--- config.mk ---
export PLATFORM = sky130hd
export DESIGN_NAME = ste_ctrl
export DESIGN_NICKNAME = d
export VERILOG_FILES = /design/src/design/ste_pkg.sv /design/src/design/ste_ctrl.sv
export SDC_FILE = /design/constraint.sdc
export NUM_CORES = 1
export LEC_CHECK = 0
export BUFFER_PORTS_ARGS = -buffer_cell sky130_fd_sc_hd__clkbuf_2
export CAP_MARGIN = 10
export CORE_UTILIZATION = 40
export DETAILED_ROUTE_END_ITERATION = 8
export PLACE_DENSITY_LB_ADDON = 0.25
export SYNTH_ARGS = -nofsm -noshare
export SYNTH_HDL_FRONTEND = slang
export SYNTH_SLANG_ARGS = --single-unit
--- constraint.sdc ---
create_clock -name clk -period 3.6 [get_ports clk]
set_clock_uncertainty 0.15 [all_clocks]
set_input_delay 0.36 -clock clk [delete_from_list [all_inputs] [get_ports clk]]
set_output_delay 0.36 -clock clk [all_outputs]
set_load 0.1 [all_outputs]
--- src/design/ste_pkg.sv ---
package ste_pkg;

  // Operation codes carried by an input item.
  localparam logic [2:0] OP_WRITE  = 3'd0;
  localparam logic [2:0] OP_EXACT  = 3'd1;
  localparam logic [2:0] OP_FIRST  = 3'd2;
  localparam logic [2:0] OP_LAST   = 3'd3;
  localparam logic [2:0] OP_COUNT  = 3'd4;
  localparam logic [2:0] OP_LINEAR = 3'd5;

  // Fixed field widths of the channels and the length register.
  localparam int unsigned POS_W = 10;
  localparam int unsigned LEN_W = 11;
  localparam int unsigned KEY_W = 32;

  typedef struct packed {
    logic [2:0]              operation;
    logic [POS_W-1:0]        entry_index;
    logic signed [KEY_W-1:0] key_value;
  } ste_in_t;

  typedef struct packed {
    logic             found;
    logic [POS_W-1:0] position;
    logic [LEN_W-1:0] occurrences;
  } ste_out_t;

endpackage

--- src/design/ste_ctrl.sv ---
module ste_ctrl #(
  parameter int DEPTH       = 1024,
  parameter int VALUE_WIDTH = 32,
  parameter int AW          = 10,
  parameter int PW          = 12
) (
  input  logic                          clk,
  input  logic                          rst_n,
  input  logic                          in_valid,
  output logic                          in_ready,
  input  ste_pkg::ste_in_t              in_data,
  input  logic [ste_pkg::LEN_W-1:0]     table_length,
  output logic                          wr_en,
  output logic [AW-1:0]                 wr_addr,
  output logic signed [VALUE_WIDTH-1:0] wr_data,
  output logic                          rd_en,
  output logic [AW-1:0]                 rd_addr,
  input  logic signed [VALUE_WIDTH-1:0] rd_data,
  output logic                          done,
  output ste_pkg::ste_out_t             result,
  input  logic                          take
);
  import ste_pkg::*;

  localparam logic [1:0] S_IDLE = 2'd0;
  localparam logic [1:0] S_READ = 2'd1;
  localparam logic [1:0] S_CMP  = 2'd2;
  localparam logic [1:0] S_DONE = 2'd3;

  localparam logic signed [PW-1:0] ONE = PW'(1);
  localparam logic signed [PW-1:0] NEG_ONE = -ONE;

  logic [1:0]                    state_r, state_nxt;
  logic [2:0]                    mode_r, mode_nxt;
  logic                          pass_r, pass_nxt;
  logic                          hit_r, hit_nxt;
  logic signed [VALUE_WIDTH-1:0] target_r, target_nxt;
  logic signed [PW-1:0]          low_r, low_nxt;
  logic signed [PW-1:0]          high_r, high_nxt;
  logic signed [PW-1:0]          mid_r, mid_nxt;
  logic signed [PW-1:0]          ans_r, ans_nxt;
  logic signed [PW-1:0]          first_r, first_nxt;
  ste_out_t                      res_r, res_nxt;

  logic                          accept;
  logic [31:0]                   idx_w;
  logic [31:0]                   len_w;
  logic [31:0]                   len_sat;
  logic signed [PW-1:0]          len_pw;
  logic signed [PW-1:0]          high_init;
  logic signed [PW-1:0]          mid_calc;
  logic signed [PW-1:0]          occ_s;
  logic [31:0]                   mid_w;
  logic [31:0]                   ans_w;
  logic [31:0]                   occ_w;
  logic                          go_left;
  logic                          eq;
  logic                          lt;

  assign accept = in_valid && in_ready;
  assign in_ready = (state_r == S_IDLE);

  // Writes go straight to the table; indexes beyond the depth are dropped.
  assign idx_w   = 32'(in_data.entry_index);
  assign wr_en   = accept && (in_data.operation == OP_WRITE) && (idx_w < 32'(DEPTH));
  assign wr_addr = idx_w[AW-1:0];
  assign wr_data = VALUE_WIDTH'(in_data.key_value);

  // Entries in use, saturated at the depth.
  assign len_w     = 32'(table_length);
  assign len_sat   = (len_w > 32'(DEPTH)) ? 32'(DEPTH) : len_w;
  assign len_pw    = PW'(len_sat);
  assign high_init = len_pw - ONE;

  // Probe point: midpoint for the binary modes, the scan pointer for linear mode.
  assign mid_calc = (mode_r == OP_LINEAR) ? low_r : (low_r + ((high_r - low_r) >>> 1));
  assign rd_en    = (state_r == S_READ);
  assign rd_addr  = mid_calc[AW-1:0];

  assign eq      = (rd_data == target_r);
  assign lt      = (rd_data < target_r);
  assign go_left = (mode_r == OP_FIRST) || ((mode_r == OP_COUNT) && !pass_r);

  assign occ_s = ans_r - first_r + ONE;
  assign mid_w = 32'(mid_r);
  assign ans_w = 32'(ans_r);
  assign occ_w = 32'(occ_s);

  assign done   = (state_r == S_DONE);
  assign result = res_r;

  // Sequencer: one probe is a read state followed by a compare state.
  always_comb begin
    state_nxt  = state_r;
    mode_nxt   = mode_r;
    pass_nxt   = pass_r;
    hit_nxt    = hit_r;
    target_nxt = target_r;
    low_nxt    = low_r;
    high_nxt   = high_r;
    mid_nxt    = mid_r;
    ans_nxt    = ans_r;
    first_nxt  = first_r;
    res_nxt    = res_r;
    case (state_r)
      S_IDLE: begin
        if (accept) begin
          case (in_data.operation)
            OP_EXACT, OP_FIRST, OP_LAST, OP_COUNT, OP_LINEAR: begin
              mode_nxt   = in_data.operation;
              target_nxt = VALUE_WIDTH'(in_data.key_value);
              low_nxt    = '0;
              high_nxt   = high_init;
              ans_nxt    = NEG_ONE;
              hit_nxt    = 1'b0;
              pass_nxt   = 1'b0;
              state_nxt  = S_READ;
            end
            default: begin
              state_nxt = S_IDLE;
            end
          endcase
        end
      end
      S_READ: begin
        if (low_r > high_r) begin
          // Bounds crossed: the search is over.
          if (mode_r == OP_COUNT && !pass_r) begin
            if (hit_r) begin
              first_nxt = ans_r;
              ans_nxt   = NEG_ONE;
              hit_nxt   = 1'b0;
              pass_nxt  = 1'b1;
              low_nxt   = '0;
              high_nxt  = high_init;
              state_nxt = S_READ;
            end else begin
              res_nxt   = '0;
              state_nxt = S_DONE;
            end
          end else if (mode_r == OP_COUNT) begin
            res_nxt.found       = 1'b1;
            res_nxt.position    = '0;
            res_nxt.occurrences = occ_w[LEN_W-1:0];
            state_nxt           = S_DONE;
          end else begin
            res_nxt.found       = hit_r;
            res_nxt.position    = hit_r ? ans_w[POS_W-1:0] : '0;
            res_nxt.occurrences = '0;
            state_nxt           = S_DONE;
          end
        end else begin
          mid_nxt   = mid_calc;
          state_nxt = S_CMP;
        end
      end
      S_CMP: begin
        state_nxt = S_READ;
        if (eq && (mode_r == OP_EXACT || mode_r == OP_LINEAR)) begin
          res_nxt.found       = 1'b1;
          res_nxt.position    = mid_w[POS_W-1:0];
          res_nxt.occurrences = '0;
          state_nxt           = S_DONE;
        end else if (eq) begin
          ans_nxt = mid_r;
          hit_nxt = 1'b1;
          if (go_left) begin
            high_nxt = mid_r - ONE;
          end else begin
            low_nxt = mid_r + ONE;
          end
        end else if (lt || mode_r == OP_LINEAR) begin
          low_nxt = mid_r + ONE;
        end else begin
          high_nxt = mid_r - ONE;
        end
      end
      S_DONE: begin
        if (take) begin
          state_nxt = S_IDLE;
        end
      end
      default: begin
        state_nxt = S_IDLE;
      end
    endcase
  end

  // Control state is reset; search registers are payload.
  always_ff @(posedge clk) begin
    if (!rst_n) begin
      state_r <= S_IDLE;
    end else begin
      state_r <= state_nxt;
    end
  end

  always_ff @(posedge clk) begin
    mode_r   <= mode_nxt;
    pass_r   <= pass_nxt;
    hit_r    <= hit_nxt;
    target_r <= target_nxt;
    low_r    <= low_nxt;
    high_r   <= high_nxt;
    mid_r    <= mid_nxt;
    ans_r    <= ans_nxt;
    first_r  <= first_nxt;
    res_r    <= res_nxt;
  end

endmodule
==> results of run 1 <==
-- worst register-to-register path, stage by stage, from the launching register on --
cell and delay [ps]:
edfxtp_1 400, nor2b_4 150, fa_2 330, nor2b_1 120
o21ai_1 100, and2_1 180, xnor2_1 120, ha_1 350
o21ai_2 100, o21ai_1 150, o211a_1 230, a41oi_2 120
buf_4 150, a211o_1 260, xnor2_1 130, nand2_1 110
xnor2_1 140
-- through the flow --
stage               instances  utilization [%]  hold slack, ps
CTS                      1164             52.1           0.545
detailed placement       1091             46.0             333
global placement         1091             46.0             337
floorplan                 739                -             298
finish                   1168             52.5            9.78
global route             1168             52.5           0.542
-- cell families after synthesis --
group	synth area share, %
fa+ha+maj	13.2
simple gates	13.5
compound gates	11.3
mux	0.277
flops	46.3
buf+inv	10.1
xor+xnor	5.36
-- Yosys cell counts, types with 5 or more instances --
| master | instances |
|---|---|
| xnor2_1 | 20 |
| xor2_1 | 27 |
| nand2_1 | 36 |
| buf_4 | 52 |
| a211oi_1 | 5 |
| or2_1 | 9 |
| nand4_1 | 8 |
| a21o_1 | 16 |
| ha_1 | 76 |
| or3_1 | 5 |
| nand3_1 | 13 |
| or4_1 | 5 |
| clkbuf_1 | 16 |
| o21ai_1 | 16 |
| o21ai_0 | 7 |
| a21oi_1 | 41 |
| o21bai_1 | 5 |
| a22o_1 | 9 |
| nor3_1 | 22 |
| and3_1 | 10 |
| nor2b_1 | 11 |
| inv_1 | 80 |
| nor2_1 | 64 |
| edfxtp_1 | 117 |
| nand2b_1 | 10 |
-- what timing repair did --
| action | 4_1_cts | 5_1_grt |
|---|---|---|
| resized for setup | 29 | 9 |
| setup endpoints to repair | 7 | 9 |
| hold buffers | 34 | 0 |
| hold endpoints to repair | 34 | 0 |
| setup buffers | 7 | 4 |
| pin swaps | 19 | 9 |
-- worst paths after layout --
kind / start / end / slack (ps) / cells past startpoint
setup / recovery: low_r[0] / rd_addr[9] / -340 / 16
hold / removal: in_data[25] / target_r[25] / 10 / 1
setup reg to reg: low_r[0] / mid_r[11] / 80 / 16
hold reg to reg: ans_r[6] / first_r[6] / 340 / 0
-- layout make-up --
cell class	instances	area (um^2)	area share, %
Inverter	85	320	3.25
Sequential cell	119	3550	36.0
Tap cell	234	293	2.97
Clock buffer	17	425	4.32
Timing Repair Buffer	232	1560	15.8
Multi-Input combinational cell	466	3500	35.5
Clock inverter	15	203	2.06
-- flip-flops by register name, indices dropped and copies added, names as in the netlist --
name      cells
hit_r         1
target_r     32
first_r      11
mode_r        3
mid_r        12
state_r       2
low_r        12
result       22
pass_r        1
ans_r        11
high_r       12
-- per-layer routing --
layer,part of all wire [%],vias up
met1,45,2643
met4,1.3,0
met5,0,-
met3,6.6,16
li1,-,2937
met2,47,197
==> reports/results.tsv, run 1 <==
stage	metric	value	unit
status	run status	complete, but fails checks	
status	failing checks	negative setup slack	
drt	DR WL/cell	14.8	um
grt	total global routing overflow	0	
cells_and_area	Antenna diodes	0	
grt	global-route wire length before repair	27.3	mm
yosys	Synth Cell Area	0.00768	mm^2
place	hpwl dp	12.8	mm
drt	drt pass-1 iters	4	
grt	GRT Overall Usage	18.0	%
sta	Fin Setup TNS	-1040	ps
hold_path	hold crit path type	primary input to flip-flop	
grt	vias in the first global route	5576	
yosys	Post-Syn Nets	910	
yosys	main flop type after synthesis	edfxtp_1	
cells_and_area	most common cell after layout, fill and taps aside	clkbuf_2	
floorplanning	die area	0.0198	mm^2
clock_tree	htree depth	4	
cells_and_area	layout net count	1092	
critical_path	Crit Path Category	flip-flop to output pin	
grt	grt met1 use	22.1	%
grt	GR met3 Demand/Resource	5.74	%
yosys	Synth area leader	edfxtp_1	
cells_and_area	share of layout cells above drive strength 1	28.4	%
critical_path	highest cell delay on the worst timing path	400	ps
clock_tree	total CTS buffers	17	
yosys	asr flop ratio synth	0	%
grt	GR peak layer	met2	
grt	initial antenna violation count	0	
place	dpl ws	-164	ps
grt	largest net degree at the start of global routing	36	
critical_path	delay-heaviest family, CP	simple AND/OR/NAND/NOR gates	
drt	Via-to-Cell Ratio	4.96	
yosys	EDFF count, synth	117	
yosys	Yosys reg bits	119	
floorplanning	die width	141	um
grt	GR Util met2	30.1	%
critical_path	CP cell instances	nor2b_4, fa_2, nor2b_1, o21ai_1, a21o_1, and3_1, nor2_2, xor2_1, ha_1, nand3_1, nand2_1, a41oi_2, nand2b_1, xnor2_1, a21oi_2, buf_12	
floorplanning	# IOs	170	
clock_tree	Num Clock Sinks	119	
yosys	Syn. warnings	0	
critical_path	Crit. End Element	output pin	
critical_path	Slowest-stage cell, CP	edfxtp_1	
sta	period utilization	109	%
sta	max-slew violations	0	
place	PortBufs	149	
clock_tree	CTS tree	yes	
floorplanning	Die Ht	141	um
critical_path	number of buffers and inverters on the critical path	1	
sta	RSZ-0062 raised after global routing	true	
yosys	Synth top area share	45.8	%
cells_and_area	most frequent cells in the layout	141 x clkbuf_2, 117 x edfxtp_1, 78 x inv_1	
cells_and_area	fill count	1674	
sta	slew margin rel.	38.1	%
drt	final WL	17.3	mm
place	Placer Congestion	0.829	
yosys	Avg Synthesized Cell Area	10.4	um^2
critical_path	WP data arrival	3430	ps
yosys	library cells used by synthesis	59	
sta	Worst-Margin Slew	926	ps
drt	1st-iter DRT viols	295	
clock_tree	Root Driver	clkbuf_16	
yosys	sequential-to-total area share from yosys stat	46.3	%
drt	Final ANT Viol Nets	0	
sta	Final WS setup	-336	ps
drt	via count	5793	
sta	post-layout min period	3940	ps
clock_tree	Worst-Skew Late Latency	420	ps
floorplanning	Starting Density	40.9	%
cells_and_area	fin area	0.00986	mm^2
yosys	Cells after Synth	739	
run	maxcap violations	0	
floorplanning	FP Rows	50	
clock_tree	clock edge transition at the registers on the reported setup and hold paths	60	ps
drt	Residual DRC	0	
sta	Fmax	254	MHz
sta	final hold violation count	0	
critical_path	Max Fanout on Critical Path	3	
cells_and_area	Syn-to-layout area delta	28.4	%
clock_tree	clk buf depth	2	
critical_path	CP required	3090	ps
sta	final setup violation count	4	
place	DP Area	0.00864	mm^2
floorplanning	Core Box Area	0.0188	mm^2
yosys	top post-synthesis cells by area	edfxtp_1 46%, ha_1 12%, buf_4 5.1%	
critical_path	Setup crit start kind	flip-flop	
Power of run 1 is not shown: default switching activity piles up to over one toggle a cycle in this logic, so the estimate is an artifact.
==> run 2, diff against run 1 <==
Settings changed: HOLD_SLACK_MARGIN set to 0.06.
==> run 2 against run 1 <==
The run still ends with negative setup slack left. Global-route usage barely moved. Non-clock buffer count grew 3. Critical path depth unchanged. Critical endpoint unchanged. Utilization up 0.16 points.
==> reports/results.tsv, run 2 (synthesized netlist as in run 1, its figures left out) <==
stage	metric	value	unit
status	run status	complete, but fails checks	
status	failing checks	negative setup slack	
sta	Fmax	254	MHz
run	maxcap violations	0	
drt	DR WL/cell	14.8	um
place	dpl ws	-164	ps
critical_path	CP required	3090	ps
cells_and_area	Top reg by flops	target_r	
drt	Final ANT Viol Nets	0	
cells_and_area	most common cell after layout, fill and taps aside	clkbuf_2	
sta	RSZ-0062 raised after global routing	true	
sta	final hold violation count	0	
critical_path	WP data arrival	3420	ps
drt	final WL	17.3	mm
cells_and_area	Largest register FFs	32	
critical_path	r2r startpoint	low_r[0]	
hold_path	HP Start	table_length[0]	
critical_path	CP cell instances	nor2b_4, fa_2, nor2b_1, o21ai_1, a21o_1, and3_1, nor2_2, xor2_1, ha_1, nand3_1, nand2_1, a41oi_2, nand2b_1, xnor2_1, a21oi_2, buf_12	
cells_and_area	fill count	1668	
drt	via count	5832	
clock_tree	Root Driver	clkbuf_16	
grt	global-route wire length before repair	27.3	mm
grt	GRT Overall Usage	18.1	%
sta	final setup violation count	4	
sta	period utilization	109	%
hold_path	hold crit path type	primary input to flip-flop	
drt	1st-iter DRT viols	283	
cells_and_area	Antenna diodes	0	
sta	Final WS setup	-334	ps
drt	drt pass-1 iters	4	
place	PortBufs	149	
drt	Residual DRC	0	
floorplanning	die area	0.0198	mm^2
clock_tree	total CTS buffers	17	
grt	total global routing overflow	0	
floorplanning	Core Box Area	0.0188	mm^2
clock_tree	clk buf depth	2	
sta	Worst-Margin Slew	929	ps
critical_path	Critical Path Source	low_r[0]	
floorplanning	die width	141	um
floorplanning	FP Rows	50	
critical_path	Crit. End Element	output pin	
sta	post-layout min period	3930	ps
critical_path	Crit Path Category	flip-flop to output pin	
critical_path	Setup crit start kind	flip-flop	
cells_and_area	Layout Cells excl Fill	1171	
cells_and_area	share of layout cells above drive strength 1	28.3	%
critical_path	highest cell delay on the worst timing path	400	ps
sta	slew margin rel.	37.9	%
sta	max-slew violations	0	
sta	Worst Hold Slack	215	ps
place	Inst Count DP	1091	
cells_and_area	layout net count	1095	
cells_and_area	Syn-to-layout area delta	28.8	%
clock_tree	CTS tree	yes	
place	Placer Congestion	0.829	
floorplanning	Starting Density	40.9	%
critical_path	Slowest-stage cell, CP	edfxtp_1	
clock_tree	htree depth	4	
sta	Fin Setup TNS	-1040	ps
clock_tree	clock edge transition at the registers on the reported setup and hold paths	50	ps
clock_tree	Worst-Skew Late Latency	420	ps
clock_tree	Num Clock Sinks	119	
grt	initial antenna violation count	0	
place	hpwl dp	12.8	mm
floorplanning	# IOs	170	
floorplanning	Die Ht	141	um
critical_path	Max Fanout on Critical Path	3	
grt	largest net degree at the start of global routing	36	
grt	vias in the first global route	5580	
drt	Via-to-Cell Ratio	4.98	
cells_and_area	most frequent cells in the layout	141 x clkbuf_2, 117 x edfxtp_1, 78 x inv_1	
## run 2: through the flow
stage	utilization, %	cell area, um^2
floorplan	-	7690
finish	52.7	9890
detailed placement	46.0	8640
global route	52.7	9890
CTS	52.3	9820
global placement	46.0	8640
## run 2: critical path, delay by kind of cell (launching register included)
family          cells  cell delay [ps]
xor+xnor            2              310
fa+ha+maj           2              610
flops               1              400
simple gates        7              830
buf+inv             1              200
compound gates      4              670
## run 2: final cells by class
cell class	count	area, um^2	share of cell area [%]
sequential	119	3550	35.9
multi-input combinational	466	3500	35.4
timing repair buffer	235	1590	16.1
clock buffer	17	425	4.30
inverter	85	320	3.24
tap	234	293	2.96
clock inverter	15	203	2.05
## run 2: path summary, 6_finish.rpt
kind / endpoint / slack, ps / cells after the start
worst max-delay path: rd_addr[9] / -330 / 16
worst min-delay path: high_r[0] / 220 / 2
worst min register to register: first_r[6] / 340 / 0
worst max register to register: mid_r[11] / 80 / 16
## run 2: metal layers
layer,global-route usage [%],vias to the layer above,share of wire (%)
met1,22.2,2684,45
met4,5.95,0,1.4
met2,30.1,187,47
li1,-,2943,-
met5,0,-,0
met3,5.61,18,6.4
## run 2: what timing repair did
action	in CTS	in global routing
endpoints found under the hold margin	37	0
endpoints found under the setup margin	7	9
resized for setup	29	9
pin swaps	19	9
hold buffers	37	0
buffers inserted	7	4
Power of run 2 is left out for the same reason.
==> run 3, diff against run 2 <==
Settings changed: BUFFER_PORTS_ARGS -buffer_cell sky130_fd_sc_hd__clkbuf_2 to unset, DONT_BUFFER_PORTS set to 1.
==> run 3 against run 2 <==
The run still ends with negative setup slack left. Worst setup slack worse by 46 ps. Cell count down 11%. Via count down 5.5%. Critical path depth up 1. Highest routed layer unchanged.
==> reports/results.tsv, run 3 (synthesized netlist as in run 1, its figures left out) <==
stage	metric	value	unit
sta	RSZ-0062 raised after global routing	true	
sta	period utilization	111	%
status	run status	complete, but fails checks	
status	failing checks	negative setup slack	
cells_and_area	register area	0.00355	mm^2
critical_path	Setup crit start kind	flip-flop	
drt	via count	5509	
place	PortBufs	0	
clock_tree	Num Clock Sinks	119	
grt	vias in the first global route	5608	
cells_and_area	Antenna diodes	0	
critical_path	r2r setup slk	130	ps
drt	Residual DRC	0	
floorplanning	Starting Density	40.9	%
hold_path	hold crit path type	primary input to flip-flop	
cells_and_area	share of layout cells above drive strength 1	17.4	%
floorplanning	FP Rows	50	
place	hpwl dp	12.9	mm
critical_path	highest cell delay on the worst timing path	460	ps
critical_path	CP required	3090	ps
sta	Worst-Margin Slew	1020	ps
critical_path	WP data arrival	3470	ps
clock_tree	htree depth	4	
run	maxcap violations	0	
floorplanning	# IOs	170	
drt	drt pass-1 iters	5	
hold_path	hold path depth	2	
critical_path	Crit. End Element	output pin	
clock_tree	total CTS buffers	17	
cells_and_area	layout net count	963	
floorplanning	die width	141	um
sta	final hold violation count	0	
critical_path	CP cell instances	inv_2, ha_4, nand2_4, o21ai_4, a41o_1, a21oi_2, o21bai_1, a21oi_1, xnor2_1, ha_1, nand3_1, nand2_1, a41oi_2, nand2b_1, xnor2_1, a21oi_2, buf_12	
clock_tree	Worst-Skew Late Latency	420	ps
cells_and_area	area of the multi-input gates	0.00356	mm^2
grt	total global routing overflow	0	
hold_path	Hold EP	high_r[3]	
clock_tree	CTS tree	yes	
hold_path	HP Start	table_length[10]	
cells_and_area	final core utilization	49.3	%
cells_and_area	Syn-to-layout area delta	20.5	%
critical_path	reg2reg path depth	19	
sta	max-slew violations	0	
drt	DR WL/cell	17.3	um
place	dpl ws	-107	ps
place	Placer Congestion	0.880	
critical_path	Slowest-stage cell, CP	edfxtp_1	
drt	Via-to-Cell Ratio	5.30	
grt	largest net degree at the start of global routing	33	
clock_tree	clock edge transition at the registers on the reported setup and hold paths	60	ps
critical_path	number of buffers and inverters on the critical path	2	
cells_and_area	fill count	1659	
clock_tree	Root Driver	clkbuf_16	
critical_path	delay-heaviest family, CP	compound AO/OA/AOI/OAI gates	
grt	GRT Overall Usage	18.7	%
floorplanning	Die Ht	141	um
critical_path	reg2reg end	mid_r[10]	
floorplanning	Core Box Area	0.0188	mm^2
grt	initial antenna violation count	0	
critical_path	Max Fanout on Critical Path	4	
critical_path	r2r startpoint	low_r[1]	
sta	Fmax	251	MHz
cells_and_area	Top reg by flops	target_r	
drt	final WL	17.9	mm
cells_and_area	most frequent cells in the layout	117 x edfxtp_1, 75 x inv_1, 70 x ha_1	
sta	post-layout min period	3980	ps
clock_tree	clk buf depth	2	
cells_and_area	Largest register FFs	32	
drt	1st-iter DRT viols	297	
sta	final setup violation count	5	
grt	global-route wire length before repair	28.1	mm
drt	Final ANT Viol Nets	0	
critical_path	Crit Path Category	flip-flop to output pin	
sta	slew margin rel.	32.1	%
floorplanning	die area	0.0198	mm^2
sta	Final WS setup	-380	ps
cells_and_area	most common cell after layout, fill and taps aside	edfxtp_1	
## run 3: per-stage QoR
step / instance area, um^2 / std cells / TNS, ps / hold WS [ps]
2_1_floorplan: 7690 / 739 / 0 / 298
3_3_place_gp: 7910 / 942 / -37.6 / 309
3_5_place_dp: 7910 / 942 / -138 / 309
4_1_cts: 9180 / 1036 / -996 / 89.2
5_1_grt: 9250 / 1039 / -2170 / 106
6_report: 9250 / 1039 / -1290 / 108
## run 3: worst max-delay path by stage
stage	end	start	cells after the start
after floorplan	rd_addr[9]	low_r[2]	17
after global placement	rd_addr[9]	low_r[0]	16
after detailed placement	rd_addr[9]	low_r[2]	17
after CTS	rd_addr[9]	high_r[1]	16
after global routing	rd_addr[9]	low_r[1]	17
final	rd_addr[9]	low_r[1]	17
## run 3: final cells by class
type / instances / area share, %
tap: 234 / 3.16
clock inverter: 14 / 1.39
inverter: 85 / 3.46
multi-input combinational: 466 / 38.5
timing repair buffer: 103 / 10.5
sequential: 119 / 38.4
clock buffer: 18 / 4.64
## run 3: repair_timing
item / CTS / global route
hold buffers: 39 / 0
pin swaps: 30 / 9
setup endpoints to repair: 6 / 9
gates resized for setup: 30 / 12
endpoints found under the hold margin: 38 / 0
setup buffers: 23 / 7
## run 3: metal layers
metal | GRT usage [%] | up-vias | share of wire, %
met5 | 0 | - | 0
met4 | 7.72 | 0 | 2.1
met3 | 5.16 | 24 | 6.6
met2 | 32.2 | 209 | 49
met1 | 21.8 | 2603 | 42
li1 | - | 2673 | -
## run 3: worst register-to-register path, stage by stage, from the launching register on
cell      delay, ps
edfxtp_1        460
inv_2            90
ha_4            280
nand2_4          50
o21ai_4         180
a41o_1          250
buf_4           140
nor2_1           50
ha_1            280
buf_4           110
inv_2            40
o21bai_1        160
a21oi_2          90
buf_4           140
buf_4           120
buf_4           120
o21ai_1         150
a31oi_1         120
xor2_1          140
mux2i_1          90
Power of run 3 is left out for the same reason.
